$ cat config.mk
export PLATFORM = sky130hd
export DESIGN_NAME = ffha_seq_flat
export DESIGN_NICKNAME = d
export VERILOG_FILES = /design/src/hdl/first_fit_heap_allocator_unit_defines.svh /design/src/hdl/ffha_pkg.sv /design/src/hdl/ffha_if.sv /design/src/hdl/ffha_alu.sv /design/src/hdl/ffha_seq.sv /design/src/flat_wrapper.sv
export SDC_FILE = /design/constraint.sdc
export NUM_CORES = 1
export LEC_CHECK = 0
export ABC_AREA = 0
export BUFFER_PORTS_ARGS = -buffer_cell sky130_fd_sc_hd__buf_2
export CAP_MARGIN = 10
export CELL_PAD_IN_SITES_DETAIL_PLACEMENT = 0
export CELL_PAD_IN_SITES_GLOBAL_PLACEMENT = 1
export CORE_ASPECT_RATIO = 1.2
export CORE_MARGIN = 2
export CORE_UTILIZATION = 30
export CTS_CLUSTER_SIZE = 30
export DETAILED_ROUTE_END_ITERATION = 6
export PLACE_DENSITY_LB_ADDON = 0.1
export SYNTH_ARGS = -nofsm -noshare
export SYNTH_HDL_FRONTEND = slang
export SYNTH_SLANG_ARGS = --single-unit
$ cat constraint.sdc
create_clock -name clk -period 8.7 [get_ports clk]
set_input_delay 0.87 -clock clk [delete_from_list [all_inputs] [get_ports clk]]
set_output_delay 0.87 -clock clk [all_outputs]
set_load 0.05 [all_outputs]
$ cat src/hdl/first_fit_heap_allocator_unit_defines.svh
// ----------------------------------------------------------------------------
// First-fit heap allocator assertion macros
// Concurrent check wrappers shared by the allocator RTL, clocked on the
// rising edge and disabled while reset is asserted.
// ----------------------------------------------------------------------------
`ifndef FIRST_FIT_HEAP_ALLOCATOR_UNIT_DEFINES_SVH
`define FIRST_FIT_HEAP_ALLOCATOR_UNIT_DEFINES_SVH

// Same-cycle implication: cons must hold whenever ante holds.
`define FFHA_ASSERT_IMP(lbl, clk, rst_n, ante, cons, msg) \
    lbl: assert property (@(posedge clk) disable iff (!rst_n) (ante) |-> (cons)) \
        else $error(msg);

// Next-cycle implication: cons must hold in the cycle after ante.
`define FFHA_ASSERT_NXT(lbl, clk, rst_n, ante, cons, msg) \
    lbl: assert property (@(posedge clk) disable iff (!rst_n) (ante) |=> (cons)) \
        else $error(msg);

`endif

$ cat src/hdl/ffha_pkg.sv
// ----------------------------------------------------------------------------
// ffha_pkg
// Sizes, header layout, status codes and control structs of the allocator.
// ----------------------------------------------------------------------------
`default_nettype none

package ffha_pkg;

    localparam int unsigned HEAP_BYTES = 4096;
    localparam int unsigned HDR_BYTES  = 16;
    localparam int unsigned AW         = $clog2(HEAP_BYTES);
    localparam int unsigned TOP_W      = AW + 1;
    localparam int unsigned POS_W      = AW + 2;
    localparam int unsigned REQ_W      = 12;
    localparam int unsigned ADDR_W     = 32;
    localparam int unsigned STAT_W     = 2;
    localparam int unsigned ALU_W      = ADDR_W + 1;

    localparam logic FUNC_ALLOC = 1'b0;
    localparam logic FUNC_FREE  = 1'b1;

    typedef enum logic [STAT_W-1:0] {
        ST_OK,
        ST_FULL,
        ST_RANGE
    } status_t;

    typedef logic [AW-1:0]     off_t;
    typedef logic [AW-1:0]     size_t;
    typedef logic [POS_W-1:0]  pos_t;
    typedef logic [TOP_W-1:0]  top_t;
    typedef logic [REQ_W-1:0]  req_t;
    typedef logic [ADDR_W-1:0] addr_t;
    typedef logic [ALU_W-1:0]  alu_word_t;

    // One block header: used flag and payload size.
    typedef struct packed {
        logic  used;
        size_t size;
    } hdr_t;

    localparam int unsigned HDR_W = $bits(hdr_t);

    // Header store access issued by the sequencer.
    typedef struct packed {
        logic we;
        off_t waddr;
        hdr_t wdata;
        off_t raddr;
    } mem_req_t;

    // Shared adder/comparator control: sum = a +/- (b + 16*hdr), compared to c.
    typedef struct packed {
        logic      sub;
        logic      hdr;
        alu_word_t a;
        alu_word_t b;
        alu_word_t c;
    } alu_ctrl_t;

    typedef struct packed {
        alu_word_t sum;
        logic      lt;
        logic      eq;
    } alu_res_t;

    typedef struct packed {
        logic busy;
        top_t heap_top;
    } seq_stat_t;

endpackage

`default_nettype wire

$ cat src/hdl/ffha_if.sv
// ----------------------------------------------------------------------------
// ffha channel interfaces
// Valid/ready channels for requests, results and the base address write.
// ----------------------------------------------------------------------------
`default_nettype none

interface ffha_req_if;
    logic                 valid;
    logic                 ready;
    logic                 func;
    ffha_pkg::req_t       request_bytes;
    ffha_pkg::addr_t      block_address;

    modport source (output valid, func, request_bytes, block_address, input ready);
    modport sink   (input valid, func, request_bytes, block_address, output ready);
endinterface

interface ffha_rsp_if;
    logic                 valid;
    logic                 ready;
    ffha_pkg::addr_t      address;
    ffha_pkg::status_t    status;

    modport source (output valid, address, status, input ready);
    modport sink   (input valid, address, status, output ready);
endinterface


`default_nettype wire

$ cat src/hdl/ffha_alu.sv
// ----------------------------------------------------------------------------
// ffha_alu
// Shared adder/subtractor with header-size offset and magnitude compare.
// ----------------------------------------------------------------------------
`default_nettype none

module ffha_alu (
    input  wire ffha_pkg::alu_ctrl_t ctrl,
    output ffha_pkg::alu_res_t       res
);

    ffha_pkg::alu_word_t opnd;
    ffha_pkg::alu_word_t sum;

    always_comb
    begin
        opnd = ctrl.b + (ctrl.hdr ? ffha_pkg::alu_word_t'(ffha_pkg::HDR_BYTES) : '0);
        sum  = ctrl.sub ? (ctrl.a - opnd) : (ctrl.a + opnd);
        res.sum = sum;
        res.lt  = (sum < ctrl.c);
        res.eq  = (sum == ctrl.c);
    end

endmodule

`default_nettype wire

$ cat src/hdl/ffha_seq.sv
// ----------------------------------------------------------------------------
// ffha_seq
// Sequencer: walks the header chain for allocate and free/merge requests.
// ----------------------------------------------------------------------------
`default_nettype none

module ffha_seq (
    input  wire logic                  clk,
    input  wire logic                  rst_n,
    ffha_req_if.sink                   req,
    ffha_rsp_if.source                 rsp,
    input  wire ffha_pkg::addr_t       heap_base,
    input  wire ffha_pkg::hdr_t        rd_hdr,
    output ffha_pkg::mem_req_t         mem,
    output ffha_pkg::seq_stat_t        stat
);

    typedef enum logic [4:0] {
        S_IDLE,
        S_A_TEST,
        S_A_EVAL,
        S_A_REM,
        S_A_SPLIT,
        S_A_ADDR,
        S_A_END,
        S_F_LO,
        S_F_HI,
        S_F_RD,
        S_F_CLR,
        S_M_TEST,
        S_M_EVAL,
        S_M_NTEST,
        S_M_NEVAL,
        S_M_NADV,
        S_M_WRITE,
        S_DONE
    } state_t;

    state_t              state_reg,    state_next;
    ffha_pkg::req_t      rq_reg,       rq_next;
    ffha_pkg::addr_t     baddr_reg,    baddr_next;
    ffha_pkg::pos_t      pos_reg,      pos_next;
    ffha_pkg::pos_t      nxt_reg,      nxt_next;
    ffha_pkg::pos_t      sz_reg,       sz_next;
    ffha_pkg::size_t     rem_reg,      rem_next;
    ffha_pkg::off_t      h_reg,        h_next;
    ffha_pkg::top_t      top_reg,      top_next;
    ffha_pkg::addr_t     res_addr_reg, res_addr_next;
    ffha_pkg::status_t   res_stat_reg, res_stat_next;
    logic                oval_reg,     oval_next;
    ffha_pkg::addr_t     oaddr_reg,    oaddr_next;
    ffha_pkg::status_t   ostat_reg,    ostat_next;

    ffha_pkg::alu_ctrl_t alu_ctrl;
    ffha_pkg::alu_res_t  alu_res;
    logic                fit;

    ffha_alu u_alu (
        .ctrl (alu_ctrl),
        .res  (alu_res)
    );

    always_comb
    begin
        state_next    = state_reg;
        rq_next       = rq_reg;
        baddr_next    = baddr_reg;
        pos_next      = pos_reg;
        nxt_next      = nxt_reg;
        sz_next       = sz_reg;
        rem_next      = rem_reg;
        h_next        = h_reg;
        top_next      = top_reg;
        res_addr_next = res_addr_reg;
        res_stat_next = res_stat_reg;
        oval_next     = oval_reg;
        oaddr_next    = oaddr_reg;
        ostat_next    = ostat_reg;

        alu_ctrl      = '0;
        mem.we        = 1'b0;
        mem.waddr     = pos_reg[ffha_pkg::AW-1:0];
        mem.wdata     = '0;
        mem.raddr     = pos_reg[ffha_pkg::AW-1:0];

        fit = !rd_hdr.used && (ffha_pkg::pos_t'(rq_reg) <= ffha_pkg::pos_t'(rd_hdr.size));

        // drop the result beat once taken
        if (oval_reg && rsp.ready)
        begin
            oval_next = 1'b0;
        end

        case (state_reg)
            S_IDLE:
            begin
                if (req.valid)
                begin
                    rq_next    = req.request_bytes;
                    baddr_next = req.block_address;
                    pos_next   = '0;
                    state_next = (req.func == ffha_pkg::FUNC_FREE) ? S_F_LO : S_A_TEST;
                end
            end

            S_A_TEST:
            begin
                alu_ctrl.a = ffha_pkg::alu_word_t'(pos_reg);
                alu_ctrl.c = ffha_pkg::alu_word_t'(top_reg);
                state_next = alu_res.lt ? S_A_EVAL : S_A_END;
            end

            S_A_EVAL:
            begin
                sz_next = ffha_pkg::pos_t'(rd_hdr.size);
                if (fit)
                begin
                    // split when at least one payload byte remains past a new header
                    alu_ctrl.a   = ffha_pkg::alu_word_t'(rq_reg);
                    alu_ctrl.hdr = 1'b1;
                    alu_ctrl.c   = ffha_pkg::alu_word_t'(rd_hdr.size);
                    mem.we       = 1'b1;
                    mem.wdata.used = 1'b1;
                    if (alu_res.lt)
                    begin
                        mem.wdata.size = ffha_pkg::size_t'(rq_reg);
                        state_next     = S_A_REM;
                    end
                    else
                    begin
                        mem.wdata.size = rd_hdr.size;
                        state_next     = S_A_ADDR;
                    end
                end
                else
                begin
                    alu_ctrl.a   = ffha_pkg::alu_word_t'(pos_reg);
                    alu_ctrl.b   = ffha_pkg::alu_word_t'(rd_hdr.size);
                    alu_ctrl.hdr = 1'b1;
                    pos_next     = ffha_pkg::pos_t'(alu_res.sum);
                    state_next   = S_A_TEST;
                end
            end

            S_A_REM:
            begin
                alu_ctrl.a   = ffha_pkg::alu_word_t'(sz_reg);
                alu_ctrl.b   = ffha_pkg::alu_word_t'(rq_reg);
                alu_ctrl.sub = 1'b1;
                alu_ctrl.hdr = 1'b1;
                rem_next     = ffha_pkg::size_t'(alu_res.sum);
                state_next   = S_A_SPLIT;
            end

            S_A_SPLIT:
            begin
                alu_ctrl.a     = ffha_pkg::alu_word_t'(pos_reg);
                alu_ctrl.b     = ffha_pkg::alu_word_t'(rq_reg);
                alu_ctrl.hdr   = 1'b1;
                mem.we         = 1'b1;
                mem.waddr      = ffha_pkg::off_t'(alu_res.sum);
                mem.wdata.used = 1'b0;
                mem.wdata.size = rem_reg;
                state_next     = S_A_ADDR;
            end

            S_A_ADDR:
            begin
                alu_ctrl.a    = ffha_pkg::alu_word_t'(heap_base);
                alu_ctrl.b    = ffha_pkg::alu_word_t'(pos_reg);
                alu_ctrl.hdr  = 1'b1;
                res_addr_next = alu_res.sum[ffha_pkg::ADDR_W-1:0];
                res_stat_next = ffha_pkg::ST_OK;
                state_next    = S_DONE;
            end

            S_A_END:
            begin
                alu_ctrl.a   = ffha_pkg::alu_word_t'(top_reg);
                alu_ctrl.b   = ffha_pkg::alu_word_t'(rq_reg);
                alu_ctrl.hdr = 1'b1;
                alu_ctrl.c   = ffha_pkg::alu_word_t'(ffha_pkg::HEAP_BYTES);
                if (alu_res.lt || alu_res.eq)
                begin
                    mem.we         = 1'b1;
                    mem.waddr      = ffha_pkg::off_t'(top_reg);
                    mem.wdata.used = 1'b1;
                    mem.wdata.size = ffha_pkg::size_t'(rq_reg);
                    pos_next       = ffha_pkg::pos_t'(top_reg);
                    top_next       = ffha_pkg::top_t'(alu_res.sum);
                    state_next     = S_A_ADDR;
                end
                else
                begin
                    res_addr_next = '0;
                    res_stat_next = ffha_pkg::ST_FULL;
                    state_next    = S_DONE;
                end
            end

            S_F_LO:
            begin
                alu_ctrl.a   = ffha_pkg::alu_word_t'(heap_base);
                alu_ctrl.hdr = 1'b1;
                alu_ctrl.c   = ffha_pkg::alu_word_t'(baddr_reg);
                if (alu_res.lt || alu_res.eq)
                begin
                    state_next = S_F_HI;
                end
                else
                begin
                    res_addr_next = '0;
                    res_stat_next = ffha_pkg::ST_RANGE;
                    state_next    = S_DONE;
                end
            end

            S_F_HI:
            begin
                alu_ctrl.a = ffha_pkg::alu_word_t'(heap_base);
                alu_ctrl.b = ffha_pkg::alu_word_t'(top_reg);
                alu_ctrl.c = ffha_pkg::alu_word_t'(baddr_reg);
                if (alu_res.lt)
                begin
                    res_addr_next = '0;
                    res_stat_next = ffha_pkg::ST_RANGE;
                    state_next    = S_DONE;
                end
                else
                begin
                    state_next = S_F_RD;
                end
            end

            S_F_RD:
            begin
                alu_ctrl.a   = ffha_pkg::alu_word_t'(baddr_reg);
                alu_ctrl.b   = ffha_pkg::alu_word_t'(heap_base);
                alu_ctrl.sub = 1'b1;
                alu_ctrl.hdr = 1'b1;
                h_next       = ffha_pkg::off_t'(alu_res.sum);
                mem.raddr    = ffha_pkg::off_t'(alu_res.sum);
                state_next   = S_F_CLR;
            end

            S_F_CLR:
            begin
                mem.we         = 1'b1;
                mem.waddr      = h_reg;
                mem.wdata.used = 1'b0;
                mem.wdata.size = rd_hdr.size;
                pos_next       = '0;
                state_next     = S_M_TEST;
            end

            S_M_TEST:
            begin
                alu_ctrl.a = ffha_pkg::alu_word_t'(pos_reg);
                alu_ctrl.c = ffha_pkg::alu_word_t'(top_reg);
                if (alu_res.lt)
                begin
                    state_next = S_M_EVAL;
                end
                else
                begin
                    res_addr_next = '0;
                    res_stat_next = ffha_pkg::ST_OK;
                    state_next    = S_DONE;
                end
            end

            S_M_EVAL:
            begin
                alu_ctrl.a   = ffha_pkg::alu_word_t'(pos_reg);
                alu_ctrl.b   = ffha_pkg::alu_word_t'(rd_hdr.size);
                alu_ctrl.hdr = 1'b1;
                if (rd_hdr.used)
                begin
                    pos_next   = ffha_pkg::pos_t'(alu_res.sum);
                    state_next = S_M_TEST;
                end
                else
                begin
                    sz_next    = ffha_pkg::pos_t'(rd_hdr.size);
                    nxt_next   = ffha_pkg::pos_t'(alu_res.sum);
                    state_next = S_M_NTEST;
                end
            end

            S_M_NTEST:
            begin
                alu_ctrl.a = ffha_pkg::alu_word_t'(nxt_reg);
                alu_ctrl.c = ffha_pkg::alu_word_t'(top_reg);
                mem.raddr  = nxt_reg[ffha_pkg::AW-1:0];
                state_next = alu_res.lt ? S_M_NEVAL : S_M_WRITE;
            end

            S_M_NEVAL:
            begin
                alu_ctrl.a   = ffha_pkg::alu_word_t'(sz_reg);
                alu_ctrl.b   = ffha_pkg::alu_word_t'(rd_hdr.size);
                alu_ctrl.hdr = 1'b1;
                if (rd_hdr.used)
                begin
                    state_next = S_M_WRITE;
                end
                else
                begin
                    sz_next    = ffha_pkg::pos_t'(alu_res.sum);
                    state_next = S_M_NADV;
                end
            end

            S_M_NADV:
            begin
                // the follower always sits right after the end of the merged run
                alu_ctrl.a   = ffha_pkg::alu_word_t'(pos_reg);
                alu_ctrl.b   = ffha_pkg::alu_word_t'(sz_reg);
                alu_ctrl.hdr = 1'b1;
                nxt_next     = ffha_pkg::pos_t'(alu_res.sum);
                state_next   = S_M_NTEST;
            end

            S_M_WRITE:
            begin
                mem.we         = 1'b1;
                mem.waddr      = pos_reg[ffha_pkg::AW-1:0];
                mem.wdata.used = 1'b0;
                mem.wdata.size = ffha_pkg::size_t'(sz_reg);
                pos_next       = nxt_reg;
                state_next     = S_M_TEST;
            end

            S_DONE:
            begin
                if (!oval_reg || rsp.ready)
                begin
                    oval_next  = 1'b1;
                    oaddr_next = res_addr_reg;
                    ostat_next = res_stat_reg;
                    state_next = S_IDLE;
                end
            end

            default:
            begin
                state_next = S_IDLE;
            end
        endcase
    end

    always_ff @(posedge clk or negedge rst_n)
    begin
        if (!rst_n)
        begin
            state_reg    <= S_IDLE;
            rq_reg       <= '0;
            baddr_reg    <= '0;
            pos_reg      <= '0;
            nxt_reg      <= '0;
            sz_reg       <= '0;
            rem_reg      <= '0;
            h_reg        <= '0;
            top_reg      <= '0;
            res_addr_reg <= '0;
            res_stat_reg <= ffha_pkg::ST_OK;
            oval_reg     <= 1'b0;
            oaddr_reg    <= '0;
            ostat_reg    <= ffha_pkg::ST_OK;
        end
        else
        begin
            state_reg    <= state_next;
            rq_reg       <= rq_next;
            baddr_reg    <= baddr_next;
            pos_reg      <= pos_next;
            nxt_reg      <= nxt_next;
            sz_reg       <= sz_next;
            rem_reg      <= rem_next;
            h_reg        <= h_next;
            top_reg      <= top_next;
            res_addr_reg <= res_addr_next;
            res_stat_reg <= res_stat_next;
            oval_reg     <= oval_next;
            oaddr_reg    <= oaddr_next;
            ostat_reg    <= ostat_next;
        end
    end

    assign req.ready     = (state_reg == S_IDLE);
    assign rsp.valid     = oval_reg;
    assign rsp.address   = oaddr_reg;
    assign rsp.status    = ostat_reg;

    assign stat.busy     = (state_reg != S_IDLE);
    assign stat.heap_top = top_reg;

endmodule

`default_nettype wire
$ cat src/flat_wrapper.sv
// flat-port wrapper written by rule: the top's interface ports become plain ports
module ffha_seq_flat 
  (clk, rst_n, heap_base, rd_hdr, mem, stat, req_valid, req_func, req_request_bytes, req_block_address, req_ready, rsp_valid, rsp_address, rsp_status, rsp_ready);
  ffha_req_if req_i ();
  ffha_rsp_if rsp_i ();
  input  wire logic clk;
  input  wire logic rst_n;
  input  wire ffha_pkg::addr_t heap_base;
  input  wire ffha_pkg::hdr_t rd_hdr;
  output ffha_pkg::mem_req_t mem;
  output ffha_pkg::seq_stat_t stat;
  input wire logic [$bits(req_i.valid)-1:0] req_valid;
  input wire logic [$bits(req_i.func)-1:0] req_func;
  input wire logic [$bits(req_i.request_bytes)-1:0] req_request_bytes;
  input wire logic [$bits(req_i.block_address)-1:0] req_block_address;
  output wire logic [$bits(req_i.ready)-1:0] req_ready;
  output wire logic [$bits(rsp_i.valid)-1:0] rsp_valid;
  output wire logic [$bits(rsp_i.address)-1:0] rsp_address;
  output wire logic [$bits(rsp_i.status)-1:0] rsp_status;
  input wire logic [$bits(rsp_i.ready)-1:0] rsp_ready;
  assign req_i.valid = req_valid;
  assign req_i.func = req_func;
  assign req_i.request_bytes = req_request_bytes;
  assign req_i.block_address = req_block_address;
  assign req_ready = req_i.ready;
  assign rsp_valid = rsp_i.valid;
  assign rsp_address = rsp_i.address;
  assign rsp_status = rsp_i.status;
  assign rsp_i.ready = rsp_ready;
  ffha_seq u_core (.clk(clk), .rst_n(rst_n), .req(req_i), .rsp(rsp_i), .heap_base(heap_base), .rd_hdr(rd_hdr), .mem(mem), .stat(stat));
endmodule
==> out/metrics.cfg <==
[clocking]
clkLatencyLatePin_ps = 510
hold_buffers = 0
cts_tree = done
clk_pin_slew_ps = 80
clock-root-buffer = clkbuf_16
cts.sinks = 197
cts.htree.levels = 4
cts_inserted_buffers = 17
clock_path_buffers = 2

[place]
dpl.hpwl_mm = 55.8
port_buffers = 181
gp_congestion = 0.940

[grt]
grt_pass1_vias = 15447
grt_first_pass_wirelength_mm = 103
grt.overflow.total = 0
antenna_found_initial = 0
grt_max_degree = 92
grt_usage_pct = 28.0

[critical_path]
cp.required_ps = 7830
cp.depth = 44
slowest_delay_ps = 330
reg2reg_from = u_core.state_reg[0]
start_kind = input pin
crit_start = rd_hdr[11]
crit_end = mem[23]
regToRegSetupSlack_ps = 150
crit_buf_inv = 6
path_class = in2out
cp_top_family = compound AO/OA/AOI/OAI gates
reg2reg_to = u_core.pos_reg[13]
r2r_cells = 43
slowest_stage = a311oi_2
crit_fanout = 6
cp-end-kind = output pin
arrival_ps = 8730

[synthesis]
ys_ff_latch = 197
syn_nets = 1841
syn_area_per_cell_um2 = 8.84
netlist_top_cells_count = nand2_1 (234), dfrtp_1 (197), o21ai_0 (135)
synthMostInstantiatedCell = nand2_1
yosys-top-cells-area = dfrtp_1 (33%), ha_1 (6.7%), mux2_2 (6.0%)
syn_area_um2 = 14700
yosysUniqueCellTypes = 93
yosys.area.top_type_share_pct = 33.4
synth_top_area_cell = dfrtp_1
synth_edf_count = 0
yosys_warnings = 0
ys.flop_type = dfrtp_1
syn-instance-count = 1667
synth_async_sr_flop_share_pct = 100
ys_seq_area_share_pct = 33.4

[die]
dieArea_um2 = 50900
chipWidth_um = 206
core_area_um2 = 48900
io_pins = 182
initial_core_util_pct = 30.2
rows = 89
die_h_um = 247

[sta]
min_period_ps = 9600
relSlewSlack_pct = 28.4
setup_viol = 26
hold_viol_final = 0
rsz0062_at_grt = yes
fmax_ghz = 0.104
finalCritPeriodShare_pct = 110
slew_viol_final = 0
worst_slew_pin_slew_ps = 1070
setup_slack_ps = -903
finalClockSkew_ps = 18.7
whs_ps = 394

[finish]
n_fill_cell = 4940
area.growth.synth_to_final_pct = 43.1
drive_gt1_share_pct = 40.4
fin_util_pct = 43.2
nets = 2354
diodes = 0

[routing]
post_drt_wl_per_cell_um = 25.0
drcViolationCount = 6
vias = 15489
drtAntennaViolNets = 0
vias_per_cell = 5.47
routed_wl_mm = 70.7
drt-pass1-iter-count = 7
dr.first_iter.drc_count = 1072

[worst_hold_path]
min_path_type = in2async

[job]
cap_violations = 0

[run_status]
violations = design-rule violations, negative setup slack
status = finished with violations

## logic make-up (layout without fill, tap and decap cells)
logic type	after synthesis	count (layout)	synth area share [%]
AO/OA/AOI/OAI	510	511	24.6
XOR/XNOR	68	68	4.04
adder cells (fa/ha/maj)	80	80	6.84
buffers and inverters	167	692	4.67
flip-flops	197	197	33.4
multiplexers	124	124	9.59
AND/OR/NAND/NOR	521	521	16.8
## cells in the final DEF (no fill, tap or decap), drive strengths merged, types with 11 or more instances in the layout
master and n:
a21o 33, inv 72, a222oi 14, nand4 12
o21ai 140, clkbuf 22, a21oi 98, buf 589
nand3 44, and2 11, dfrtp 197, mux2 98
a22oi 40, a31oi 15, nor3 28, a22o 33
a221o 52, and3 25, nand2 235, mux2i 26
ha 79, nor2 96, xor2 27, xnor2 41
## how the worst min path moves through the flow
stage                      from               endpoint  slack, ps  cells past startpoint
2_1_floorplan   u_core.h_reg[0]        u_core.h_reg[0]        450                      2
3_3_place_gp   u_core.h_reg[10]       u_core.h_reg[10]        460                      2
3_5_place_dp    u_core.h_reg[6]        u_core.h_reg[6]        470                      2
4_1_cts                   rst_n  u_core.rsp.address[0]        450                      1
5_1_grt                   rst_n  u_core.rsp.address[0]        440                      1
6_report                  rst_n  u_core.rsp.address[0]        390                      1
## worst reg2reg max path, delay by kind of cell, from the launching register on
kind	cells	cell delay (ps)
multiplexers	2	470
AO/OA/AOI/OAI	19	3540
XOR/XNOR	3	580
adder cells (fa/ha/maj)	3	770
buffers and inverters	7	1250
flip-flops	1	410
AND/OR/NAND/NOR	9	1410
## through the flow
step | area (um2) | TNS [ps] | setup WS, ps | instances
6_report | 21100 | -20650 | -903 | 2830
5_1_grt | 21100 | -35780 | -1290 | 2830
4_1_cts | 20600 | -20300 | -895 | 2807
3_5_place_dp | 19400 | -60700 | -1380 | 2759
3_3_place_gp | 19400 | -48820 | -1270 | 2759
2_1_floorplan | 15100 | -5580 | -266 | 1667
## final cells by class
class | count | area, um2 | share of cell area [%]
Sequential cell | 197 | 4930 | 23.4
Clock buffer | 19 | 443 | 2.10
Timing Repair Buffer | 592 | 4510 | 21.4
Inverter | 68 | 259 | 1.23
Multi-Input combinational cell | 1304 | 10000 | 47.5
Clock inverter | 13 | 136 | 0.647
Tap cell | 637 | 797 | 3.78
## timing repair
action / 4_1_cts / 5_1_grt
pin swaps: 32 / 52
hold endpoints to repair: 0 / 0
gates cloned: 2 / 2
gates resized for setup: 103 / 57
endpoints found under the setup margin: 55 / 85
setup buffers: 17 / 22
## layer usage
metal | global-route usage [%] | part of all wire [%]
met3 | 4.14 | 4.4
met5 | 0 | 0
met2 | 48.8 | 50
met1 | 33.7 | 41
met4 | 13.1 | 4.8
Power is not shown: default switching activity piles up to over one toggle a cycle in this logic, so the estimate is an artifact.
